<file path="src/rtl/qbf_pkg.sv">
// qbf_pkg: types and constants for the quadratic bezier flattener
// no dependencies; imported by qbf_div and quad_bezier_flattener
package qbf_pkg;

    localparam int COORD_W   = 32;
    localparam int MAX_STEPS = 64;
    localparam int STEP_W    = 7;          // holds 0 .. MAX_STEPS
    localparam int WGT_W     = 13;         // weights and n*n, up to 4096
    localparam int NUM_W     = 46;         // weighted sum plus rounding half
    localparam int ACC_W     = 50;         // also holds the sum of four squares
    localparam int MAG_W     = 44;         // magnitude of the weighted sum
    localparam int DIFF_W    = COORD_W + 1;
    localparam int MUL_A_W   = 33;
    localparam int MUL_B_W   = 24;
    localparam int MUL_P_W   = MUL_A_W + MUL_B_W;
    localparam int SAT_SHIFT = 23;         // offsets this large saturate n
    localparam int ROOT_SHIFT = 34;        // squared Q16.16 to squared units of two
    localparam int ROOT_IN_W = 14;
    localparam int ROOT_BITS = 7;

    localparam logic [1:0] KIND_MOVE   = 2'd0;
    localparam logic [1:0] KIND_LINE   = 2'd1;
    localparam logic [1:0] KIND_CURVE  = 2'd2;
    localparam logic [1:0] KIND_UNUSED = 2'd3;   // behaves as a line

    typedef enum logic [3:0] {
        ST_IDLE,
        ST_SQ,
        ST_ROOT,
        ST_DEN,
        ST_W0,
        ST_W1,
        ST_W2,
        ST_M0,
        ST_M1,
        ST_M2,
        ST_DIV_START,
        ST_DIV_WAIT,
        ST_PUT_PT,
        ST_PUT_ORIG
    } qbf_state_t;

endpackage

</file>
<file path="src/rtl/qbf_div.sv">
// qbf_div: serial floor divider, one quotient bit per cycle
// depends on qbf_pkg
module qbf_div
    import qbf_pkg::*;
(
    input  logic                      clk,
    input  logic                      rst_n,
    input  logic                      start,
    input  logic signed [NUM_W-1:0]   dividend,
    input  logic [WGT_W-1:0]          divisor,
    output logic                      done,
    output logic signed [COORD_W-1:0] quotient
);

    localparam int CNT_W = $clog2(MAG_W + 1);

    logic                  busy_reg, busy_next;
    logic                  done_reg, done_next;
    logic [CNT_W-1:0]      cnt_reg, cnt_next;
    logic                  neg_reg, neg_next;
    logic [MAG_W-1:0]      q_reg, q_next;
    logic [WGT_W:0]        rem_reg, rem_next;
    logic [WGT_W-1:0]      dvs_reg, dvs_next;
    logic [WGT_W:0]        trial;
    logic [NUM_W-1:0]      mag;
    logic [COORD_W-1:0]    qmag;

    // control registers
    always_ff @(posedge clk or negedge rst_n)
    begin
        if (!rst_n)
        begin
            busy_reg <= 1'b0;
            done_reg <= 1'b0;
            cnt_reg  <= '0;
        end
        else
        begin
            busy_reg <= busy_next;
            done_reg <= done_next;
            cnt_reg  <= cnt_next;
        end
    end

    // datapath registers
    always_ff @(posedge clk)
    begin
        neg_reg <= neg_next;
        q_reg   <= q_next;
        rem_reg <= rem_next;
        dvs_reg <= dvs_next;
    end

    // restoring step
    always_comb
    begin
        busy_next = busy_reg;
        done_next = 1'b0;
        cnt_next  = cnt_reg;
        neg_next  = neg_reg;
        q_next    = q_reg;
        rem_next  = rem_reg;
        dvs_next  = dvs_reg;
        mag       = dividend[NUM_W-1] ? (~dividend + 1'b1) : dividend;
        trial     = {rem_reg[WGT_W-1:0], q_reg[MAG_W-1]};
        if (start)
        begin
            busy_next = 1'b1;
            cnt_next  = CNT_W'(MAG_W);
            neg_next  = dividend[NUM_W-1];
            q_next    = mag[MAG_W-1:0];
            rem_next  = '0;
            dvs_next  = divisor;
        end
        else if (busy_reg)
        begin
            if (trial >= {1'b0, dvs_reg})
            begin
                rem_next = trial - {1'b0, dvs_reg};
                q_next   = {q_reg[MAG_W-2:0], 1'b1};
            end
            else
            begin
                rem_next = trial;
                q_next   = {q_reg[MAG_W-2:0], 1'b0};
            end
            cnt_next = cnt_reg - 1'b1;
            if (cnt_reg == CNT_W'(1))
            begin
                busy_next = 1'b0;
                done_next = 1'b1;
            end
        end
    end

    // floor for negative dividends: one further down when a remainder is left
    always_comb
    begin
        qmag = q_reg[COORD_W-1:0];
        if (neg_reg)
            quotient = -$signed(qmag) - ((rem_reg != '0) ? 32'sd1 : 32'sd0);
        else
            quotient = $signed(qmag);
    end

    assign done = done_reg;

endmodule

</file>
<file path="config.mk">
export PLATFORM = sky130hd
export DESIGN_NAME = qbf_div
export DESIGN_NICKNAME = d
export VERILOG_FILES = /design/src/rtl/qbf_pkg.sv /design/src/rtl/qbf_div.sv
export SDC_FILE = /design/constraint.sdc
export NUM_CORES = 1
export LEC_CHECK = 0
export BUFFER_PORTS_ARGS = -buffer_cell sky130_fd_sc_hd__buf_4
export CAP_MARGIN = 5
export CORE_MARGIN = 3
export CORE_UTILIZATION = 30
export DETAILED_ROUTE_END_ITERATION = 12
export GPL_TIMING_DRIVEN = 0
export SKIP_CTS_REPAIR_TIMING = 1
export SLEW_MARGIN = 20
export SYNTH_ARGS = -nofsm -noshare
export SYNTH_HDL_FRONTEND = slang
export SYNTH_SLANG_ARGS = --single-unit
</file>
<file path="constraint.sdc">
create_clock -name clk -period 4.2 [get_ports clk]
set_clock_uncertainty 0.1 [all_clocks]
set_input_delay 0.63 -clock clk [delete_from_list [all_inputs] [get_ports clk]]
set_output_delay 0.63 -clock clk [all_outputs]
set_load 0.05 [all_outputs]
</file>
==> results of run 1 <==
## cell usage in the layout (no fill, tap or decap), types with 13 or more instances in the layout
cell type,count
buf_4,102
nor2_1,100
a21oi_1,85
nand2_1,71
inv_1,66
edfxtp_1,58
o21ai_0,53
xor2_1,53
ha_1,47
clkbuf_1,39
xnor2_1,20
o31ai_1,19
mux2i_1,17
a211oi_1,13
## cell usage after synthesis, types with 3 or more instances
cell type	count
nand4_1	12
mux2i_1	17
edfxtp_1	58
o41ai_1	6
nand2b_1	8
a31oi_1	8
and4_1	3
xnor2_1	20
and3_1	6
o2111ai_1	3
ha_1	49
or2_2	5
a21o_1	7
inv_1	67
a211oi_1	13
nor3b_1	3
o211ai_1	9
nor2_1	101
a21oi_1	87
nor2b_1	6
nor3_1	13
o21a_1	8
nand3_1	12
o21ai_0	56
or4_1	8
nand2_1	71
xor2_1	53
o31a_1	3
nor4_1	7
dfrtp_1	8
or3_1	8
o21bai_1	6
o31ai_1	23
dfxtp_1	14
a211o_1	4
clkbuf_1	37
## per-stage QoR
| stage | cells | hold WS (ps) | cell area, um2 | setup WS (ps) |
|---|---|---|---|---|
| floorplan | 858 | 234 | 7010 | 124 |
| global placement | 1264 | 354 | 8100 | -226 |
| detailed placement | 1265 | 353 | 8120 | -256 |
| CTS | 1281 | -12.3 | 8410 | -618 |
| global route | 1294 | 359 | 8680 | -297 |
| finish | 1294 | 365 | 8680 | -122 |
## worst max-delay path by stage
stage                     from           end  slack, ps  cells after the start
global route        rem_reg[7]  quotient[28]       -300                     14
detailed placement  rem_reg[0]  quotient[28]       -260                     12
finish              rem_reg[1]  quotient[28]       -120                     13
CTS                 rem_reg[0]  quotient[28]       -620                     12
global placement    rem_reg[0]  quotient[31]       -230                     12
floorplan           rem_reg[0]  quotient[25]        120                     11
## routing by layer
metal	wire [um]	up-vias	global-route usage [%]
li1	-	3346	-
met1	9530	3101	20.9
met2	9760	171	26.7
met3	887	24	1.46
met4	308	0	4.74
met5	0	-	0
## worst max-delay path, cell delays in order (launching register included)
cell      delay (ps)
dfxtp_4          340
or4_4            550
nor4_4           220
ha_2             270
ha_4             150
nand4_1          110
a31oi_2          220
o211ai_1         160
o41ai_2          330
buf_4            170
and4_4           230
nor4_2            40
o31ai_2          260
buf_6            190
## area by class of cell
cell class / instances / area (um2) / share of cell area (%)
clock buffer: 12 / 246 / 2.84
multi-input combinational: 671 / 4530 / 52.2
clock inverter: 4 / 45.0 / 0.519
sequential: 80 / 2230 / 25.7
timing repair buffer: 107 / 830 / 9.56
tap: 313 / 392 / 4.51
inverter: 67 / 251 / 2.90
buffer: 40 / 158 / 1.82
## power groups by stage
stage                     clock, uW  sequential (uW)  combinational (uW)
after floorplan                   0             1100                1800
after global placement            0             1150                2360
after detailed placement          0             1150                2370
after CTS                       799             1140                2380
after global routing            828             1170                2830
final                           784             1150                2570
## cells by family (layout without fill, tap and decap cells)
logic type | Yosys count | after routing
AND/OR/NAND/NOR | 276 | 276
AO/OA/AOI/OAI | 254 | 254
multiplexers | 18 | 18
XOR/XNOR | 73 | 73
flip-flops | 80 | 80
adder cells (fa/ha/maj) | 50 | 50
buffers and inverters | 107 | 230
==> results.py, run 1 <==
metrics = {
    "outcome": {
        "status": "finished with violations",
        "failed_checks": "setup timing",
    },
    "logic_synthesis": {
        "ys_seq_area_share_pct": 31.8,
        "synth_compound_area_share_pct": 22.7,
        "synth_ff_type": "edfxtp_1",
        "muxShareOfSynthArea_pct": 2.59,
        "yosys.area_share.adder_pct": 9.05,
        "async_flop_share_pct": 10.0,
        "synth.area.top_cells": "edfxtp_1 25%, ha_1 8.8%, xor2_1 6.6%, a21oi_1 6.2%, nor2_1 5.4%",
        "synth.distinct_cells": 64,
        "synth_nets": 970,
        "synth-edff-count": 58,
        "yosys.area.top_type": "edfxtp_1",
        "synth-simple-area-share_pct": 19.0,
        "synth_seq_cells": 80,
        "netlist.area_leader.share_pct": 24.9,
        "synth_warnings": 0,
        "synthCells": 858,
        "synth.avg_cell_area_um2": 8.15,
        "synth_xor_area_share_pct": 9.14,
        "synth_top_family_by_area": "compound AO/OA/AOI/OAI gates",
        "syn_area_mm2": 0.00700,
    },
    "clock_tree": {
        "insertion_delay_ps": 340,
        "cts.clk_slew.worst_paths_ps": 60,
        "cts.sinks": 80,
        "root_buffer": "clkbuf_16",
        "cts_tree": "done",
        "clockBufferDepth": 2,
        "htreeDepth": 3,
        "cts_buffers": 9,
    },
    "worst_setup_path": {
        "worstPathRequired_ps": 3470,
        "timing.rr.end": "rem_reg[11]",
        "reg2reg_slack_ps": 860,
        "path_max_fanout": 3,
        "rr_worst_depth": 12,
        "crit_arrival_ps": 3590,
        "critPathLaunchType": "flip-flop",
        "rr_startpoint": "q_reg[43]",
        "critPathKind": "flip-flop to output port",
        "cp-end-kind": "output port",
    },
    "pwr": {
        "cellInternalPower_uw": 2480,
        "p_seq_share_pct": 25.5,
        "vdd_ir_drop_max_uv": 251,
        "p_sw_share_pct": 44.9,
        "p_per_area_mw_per_mm2": 519,
        "power.clock.fraction_pct": 17.4,
        "power.total_uw": 4510,
        "power_switching_uw": 2020,
        "comb_power_share_pct": 57.1,
        "leakagePower_uw": 0.00365,
    },
    "die": {
        "die-height_um": 159,
        "start_util_pct": 30.7,
        "design.die.area_mm2": 0.0252,
        "std_cell_rows": 55,
        "die_w_um": 159,
        "ios": 95,
        "core-area_mm2": 0.0228,
    },
    "global_route": {
        "grt_pass1_vias": 6349,
        "grt_usage_pct": 15.6,
        "antenna_found_initial": 0,
        "grt_pass1_wl_um": 32700,
        "grt_max_degree": 37,
        "overflow": 0,
    },
    "cells_and_area": {
        "largest_reg_flops": 44,
        "layout-drive-gt1-share_pct": 16.4,
        "num-fill-cells": 2340,
        "nets": 1088,
        "antenna_cells": 0,
        "area_growth_pct": 24.0,
        "final_core_util_pct": 38.1,
    },
    "routing": {
        "drtAntennaViolNets": 0,
        "routed_wirelength_um": 20500,
        "drtIter0Drc": 396,
        "wl_per_cell_um": 15.8,
        "drc_errors": 0,
        "via_per_inst": 5.13,
        "first_pass_iters": 5,
        "vias": 6642,
    },
    "sta": {
        "hold_viol": 0,
        "tns_ps": -170,
        "grt_setup_unrepaired": "yes",
        "setup_violations": 2,
        "fin_ws_ps": -122,
        "finalMaxSlewViolations": 0,
        "maxSlewHeadroom_pct": 50.0,
        "max_slew.worst_pin.slew_ps": 731,
        "finalCriticalPeriod_ps": 4320,
        "min_period_over_period_pct": 103,
        "max_freq_mhz": 231,
    },
    "hold_path": {
        "min_to": "dvs_reg[0]",
        "hp-class": "primary input to flip-flop",
        "holdCritStartpoint": "divisor[0]",
        "hold-path-cell-count": 1,
    },
    "run": {
        "cap_violations": 0,
    },
    "placement": {
        "port_buffers": 93,
        "gp_congestion": 0.910,
        "dp.final_hpwl_um": 15900,
    },
}
No activity file was read; power rests on OpenSTA's default activity.
==> run 2, diff against run 1 <==
- PLACE_DENSITY: unset -> 0.58
- clock period: 4.2 -> 3.65 ns (I/O delays scaled with it)
==> run 2 against run 1 <==
  * The flow still finishes with violations (setup timing)
  * Critical endpoint unchanged
  * Non-clock buffer count up 1
  * Global-route usage up 0.33 points
  * Total power up 19%
  * Routed wire length up 1.0%
  * Largest power group unchanged
  * Count of clock-buffer cells in the layout down 2
  * Final cell count up 0.15%
==> results.py, run 2 (synthesis gave the netlist of run 1 again) <==
metrics = {
    "outcome": {
        "status": "finished with violations",
        "failed_checks": "setup timing",
    },
    "worst_setup_path": {
        "critPathLaunchType": "flip-flop",
        "path_max_fanout": 3,
        "path_buf_inv": 2,
        "cp_cell_sequence": "or4_4, nor4_4, ha_2, ha_4, nand4_1, a31oi_2, o211ai_1, o41ai_2, buf_4, and4_4, nor4_2, o31ai_2, buf_6",
        "rr_worst_depth": 12,
        "slowest_stage": "or4_4",
        "path_delay_family": "simple AND/OR/NAND/NOR gates",
        "cp_num_cells": 13,
        "max_stage_delay_ps": 550,
        "crit_arrival_ps": 3640,
        "worstPathRequired_ps": 3000,
        "cp-end-kind": "output port",
        "critPathKind": "flip-flop to output port",
    },
    "global_route": {
        "grt_usage_pct": 15.9,
        "grt_pass1_wl_um": 33000,
        "antenna_found_initial": 1,
        "overflow": 0,
        "grt_pass1_vias": 6393,
        "grt_max_degree": 25,
    },
    "sta": {
        "finalCriticalPeriod_ps": 4290,
        "setup_violations": 22,
        "min_period_over_period_pct": 117,
        "max_slew.worst_pin.slew_ps": 782,
        "finalMaxSlewViolations": 0,
        "fin_ws_ps": -639,
        "grt_setup_unrepaired": "yes",
        "max_freq_mhz": 233,
        "hold_viol": 0,
        "maxSlewHeadroom_pct": 47.8,
        "tns_ps": -7520,
    },
    "routing": {
        "routed_wirelength_um": 20700,
        "drtIter0Drc": 359,
        "drtAntennaViolNets": 0,
        "first_pass_iters": 5,
        "drc_errors": 0,
        "wl_per_cell_um": 16.0,
        "via_per_inst": 5.12,
        "vias": 6641,
    },
    "placement": {
        "port_buffers": 93,
        "post-place-ws_ps": -733,
        "gp_congestion": 0.913,
        "dp.final_hpwl_um": 16200,
        "placed_area_mm2": 0.00818,
    },
    "die": {
        "die_w_um": 159,
        "die-height_um": 159,
        "design.die.area_mm2": 0.0252,
        "std_cell_rows": 55,
        "start_util_pct": 30.7,
        "ios": 95,
        "core-area_mm2": 0.0228,
    },
    "cells_and_area": {
        "final_common_cell": "nor2_1",
        "final_core_util_pct": 39.3,
        "layout-drive-gt1-share_pct": 19.8,
        "largest_reg_flops": 44,
        "nets": 1089,
        "area_growth_pct": 27.8,
        "design_area_mm2": 0.00894,
        "final_cell_mix": "96 x nor2_1, 87 x buf_4, 81 x a21oi_1",
    },
    "pwr": {
        "power.total_uw": 5380,
        "cellInternalPower_uw": 2950,
        "comb_power_share_pct": 58.6,
        "power_switching_uw": 2420,
        "p_sw_share_pct": 45.1,
        "vdd_ir_drop_max_uv": 259,
        "p_per_area_mw_per_mm2": 601,
        "p_seq_share_pct": 24.6,
        "leakagePower_uw": 0.00370,
        "power.clock.fraction_pct": 16.8,
    },
    "clock_tree": {
        "cts_buffers": 9,
        "cts.clk_slew.worst_paths_ps": 60,
        "insertion_delay_ps": 350,
        "clockBufferDepth": 2,
        "cts_tree": "done",
        "root_buffer": "clkbuf_16",
        "cts.sinks": 80,
        "htreeDepth": 3,
    },
    "run": {
        "cap_violations": 0,
    },
    "hold_path": {
        "hp-class": "primary input to flip-flop",
        "hold-path-cell-count": 1,
    },
}
## run 2: cell count changes in the layout (fill, tap and decap cells not counted), sizes merged
cell and change:
diode +1, clkbuf -2, clkinvlp +1, buf +1, clkinv +1
## run 2: worst register-to-register path, delay by kind of cell, from the launching register on
| family | cells | cell delay, ps |
|---|---|---|
| buffers and inverters | 3 | 970 |
| AOI/OAI and AO/OA | 5 | 820 |
| adders and majority gates | 2 | 640 |
| and+or+nand+nor | 2 | 360 |
| DFF | 1 | 340 |
## run 2: stage by stage
step                      hold WS, ps  cells
final                             271   1296
after CTS                        -108   1281
after global placement            273   1264
after global routing              260   1296
after detailed placement          273   1265
after floorplan                   152    858
## run 2: area by class of cell
type	count	area, um2
fill	2336	13800
multi-input combinational	671	4710
sequential	80	2230
timing repair buffer	108	912
tap	313	392
inverter	67	251
clock buffer	10	229
buffer	40	158
clock inverter	6	60.1
antenna	1	2.50
## run 2: final timing paths
kind,start,endpoint,slack [ps]
worst min-delay path,divisor[1],dvs_reg[1],270
worst max register to register,q_reg[43],rem_reg[11],300
max in group asynchronous,rst_n,cnt_reg[0],2870
worst min register to register,rem_reg[13],rem_reg[13],390
worst max-delay path,rem_reg[1],quotient[28],-640
min in group asynchronous,rst_n,busy_reg,460
## run 2: power groups by stage
stage	Sequential, uW	Combinational [uW]	Clock [uW]
floorplan	1260	2100	0
global placement	1330	2750	0
detailed placement	1330	2770	0
CTS	1310	2780	924
global route	1340	3440	960
finish	1320	3150	901
## run 2: metal layers
layer	up-vias	part of all wire [%]	GRT usage, %
met4	0	2.3	5.61
met3	26	3.9	1.77
met2	143	49	28.0
met1	3127	45	20.2
met5	-	0	0
li1	3345	-	-
==> run 3, diff against run 2 <==
- CTS_BUF_LIST: unset -> sky130_fd_sc_hd__clkbuf_4 sky130_fd_sc_hd__clkbuf_8
==> run 3 against run 2 <==
  * The run still ends with setup timing left
  * Die area is the same
  * Largest cell class unchanged
  * Sequential power is essentially flat
  * Global-route usage shrank 0.066 points
  * Non-clock buffer count grew 1
  * Routed wire length shrank 0.14%
  * Largest power group unchanged
  * Sequential cell count is the same
  * Critical path type unchanged
==> results.py, run 3 (synthesis gave the netlist of run 1 again) <==
metrics = {
    "outcome": {
        "status": "finished with violations",
        "failed_checks": "setup timing",
    },
    "routing": {
        "drtAntennaViolNets": 0,
        "wl_per_cell_um": 15.9,
        "routed_wirelength_um": 20700,
        "via_per_inst": 5.12,
        "drtIter0Drc": 322,
        "first_pass_iters": 5,
        "drc_errors": 0,
        "vias": 6646,
    },
    "worst_setup_path": {
        "crit_arrival_ps": 3660,
        "worstPathRequired_ps": 3000,
        "critPathKind": "flip-flop to output port",
        "cp-end-kind": "output port",
        "path_max_fanout": 3,
        "critPathLaunchType": "flip-flop",
    },
    "cells_and_area": {
        "final_cell_mix": "96 x nor2_1, 86 x buf_4, 81 x a21oi_1",
        "layout-drive-gt1-share_pct": 19.9,
        "nets": 1090,
        "largest_reg_flops": 44,
        "final_common_cell": "nor2_1",
        "area_growth_pct": 26.7,
        "num-fill-cells": 2353,
    },
    "global_route": {
        "top_usage_layer": "met2",
        "grt_pass1_wl_um": 32900,
        "grt_usage_pct": 15.9,
        "grt_pass1_vias": 6384,
        "antenna_found_initial": 1,
        "met2_usage_pct": 27.9,
        "overflow": 0,
        "grt_util_met1_pct": 20.1,
        "grt_max_degree": 25,
        "met3_usage_pct": 1.62,
    },
    "sta": {
        "max_slew.worst_pin.slew_ps": 766,
        "max_freq_mhz": 232,
        "tns_ps": -7930,
        "finalCriticalPeriod_ps": 4300,
        "setup_violations": 22,
        "maxSlewHeadroom_pct": 48.9,
        "min_period_over_period_pct": 118,
        "grt_setup_unrepaired": "yes",
        "finalMaxSlewViolations": 0,
        "fin_ws_ps": -654,
        "hold_viol": 0,
    },
    "clock_tree": {
        "cts.sinks": 80,
        "insertion_delay_ps": 380,
        "cts.clk_slew.worst_paths_ps": 80,
        "root_buffer": "clkbuf_8",
        "clockBufferDepth": 2,
        "cts_tree": "done",
        "htreeDepth": 3,
        "cts_buffers": 9,
    },
    "pwr": {
        "cellInternalPower_uw": 2750,
        "p_seq_share_pct": 25.6,
        "p_sw_share_pct": 46.5,
        "power.total_uw": 5150,
        "vdd_ir_drop_max_uv": 203,
        "power.clock.fraction_pct": 12.9,
        "p_per_area_mw_per_mm2": 581,
        "power_switching_uw": 2390,
        "leakagePower_uw": 0.00367,
        "comb_power_share_pct": 61.5,
    },
    "die": {
        "die-height_um": 159,
        "start_util_pct": 30.7,
        "ios": 95,
        "die_w_um": 159,
        "core-area_mm2": 0.0228,
        "design.die.area_mm2": 0.0252,
        "std_cell_rows": 55,
    },
    "run": {
        "cap_violations": 0,
    },
    "placement": {
        "dp.final_hpwl_um": 16200,
        "port_buffers": 93,
        "gp_congestion": 0.913,
    },
    "hold_path": {
        "hp-class": "primary input to flip-flop",
    },
}
run 3: cell count changes in the layout (fill, tap and decap cells not counted), moves of 2 or more:
cell	change
buf_6	+2
dfxtp_2	-2
clkbuf_8	+9
clkbuf_16	-9
run 3: worst max-delay path, stage by stage (launching register included):
cell and delay [ps]:
dfxtp_4 350, or4_4 550, nor4_4 210, ha_2 270
ha_4 140, nand4_1 110, a31oi_2 230, o211ai_1 180
o41ai_2 350, buf_4 170, and4_4 230, nor4_2 50
o31ai_2 250, buf_6 190
run 3: final timing paths:
| kind | end | slack (ps) | start | depth (start not counted) |
|---|---|---|---|---|
| worst max-delay path | quotient[28] | -650 | rem_reg[1] | 13 |
| worst min-delay path | dvs_reg[1] | 240 | divisor[1] | 1 |
| worst max register to register | rem_reg[11] | 300 | q_reg[43] | 12 |
| worst min register to register | rem_reg[13] | 400 | rem_reg[13] | 2 |
| max in group asynchronous | cnt_reg[0] | 2880 | rst_n | 2 |
| min in group asynchronous | busy_reg | 420 | rst_n | 2 |
run 3: power groups by stage:
stage	Clock, uW	Sequential [uW]	Combinational, uW
floorplan	0	1260	2100
global placement	0	1330	2750
detailed placement	0	1330	2770
CTS	686	1310	2780
global route	721	1340	3450
finish	663	1320	3160
run 3: per-layer routing:
metal	vias to the layer above	wire length, um
met5	-	0
met4	0	518
met3	30	693
met2	140	10100
met1	3131	9390
li1	3345	-
run 3: layout make-up:
class	instances	area [um2]	area share, %
Antenna cell	1	2.50	0.0282
Buffer	40	158	1.78
Clock buffer	10	131	1.48
Clock inverter	6	60.1	0.677
Inverter	67	251	2.84
Multi-Input combinational cell	671	4710	53.2
Sequential cell	80	2230	25.1
Tap cell	313	392	4.42
Timing Repair Buffer	109	927	10.5
run 3: metrics by stage:
| step | instances | area, um2 | hold slack [ps] | utilization, % | setup slack [ps] |
|---|---|---|---|---|---|
| 6_report | 1297 | 8870 | 245 | 38.9 | -654 |
| 5_1_grt | 1297 | 8870 | 225 | 38.9 | -833 |
| 4_1_cts | 1281 | 8370 | -152 | 36.7 | -1170 |
| 3_5_place_dp | 1265 | 8180 | 273 | 35.9 | -733 |
| 3_3_place_gp | 1264 | 8150 | 273 | 35.8 | -769 |
| 2_1_floorplan | 858 | 7060 | 152 | - | -174 |
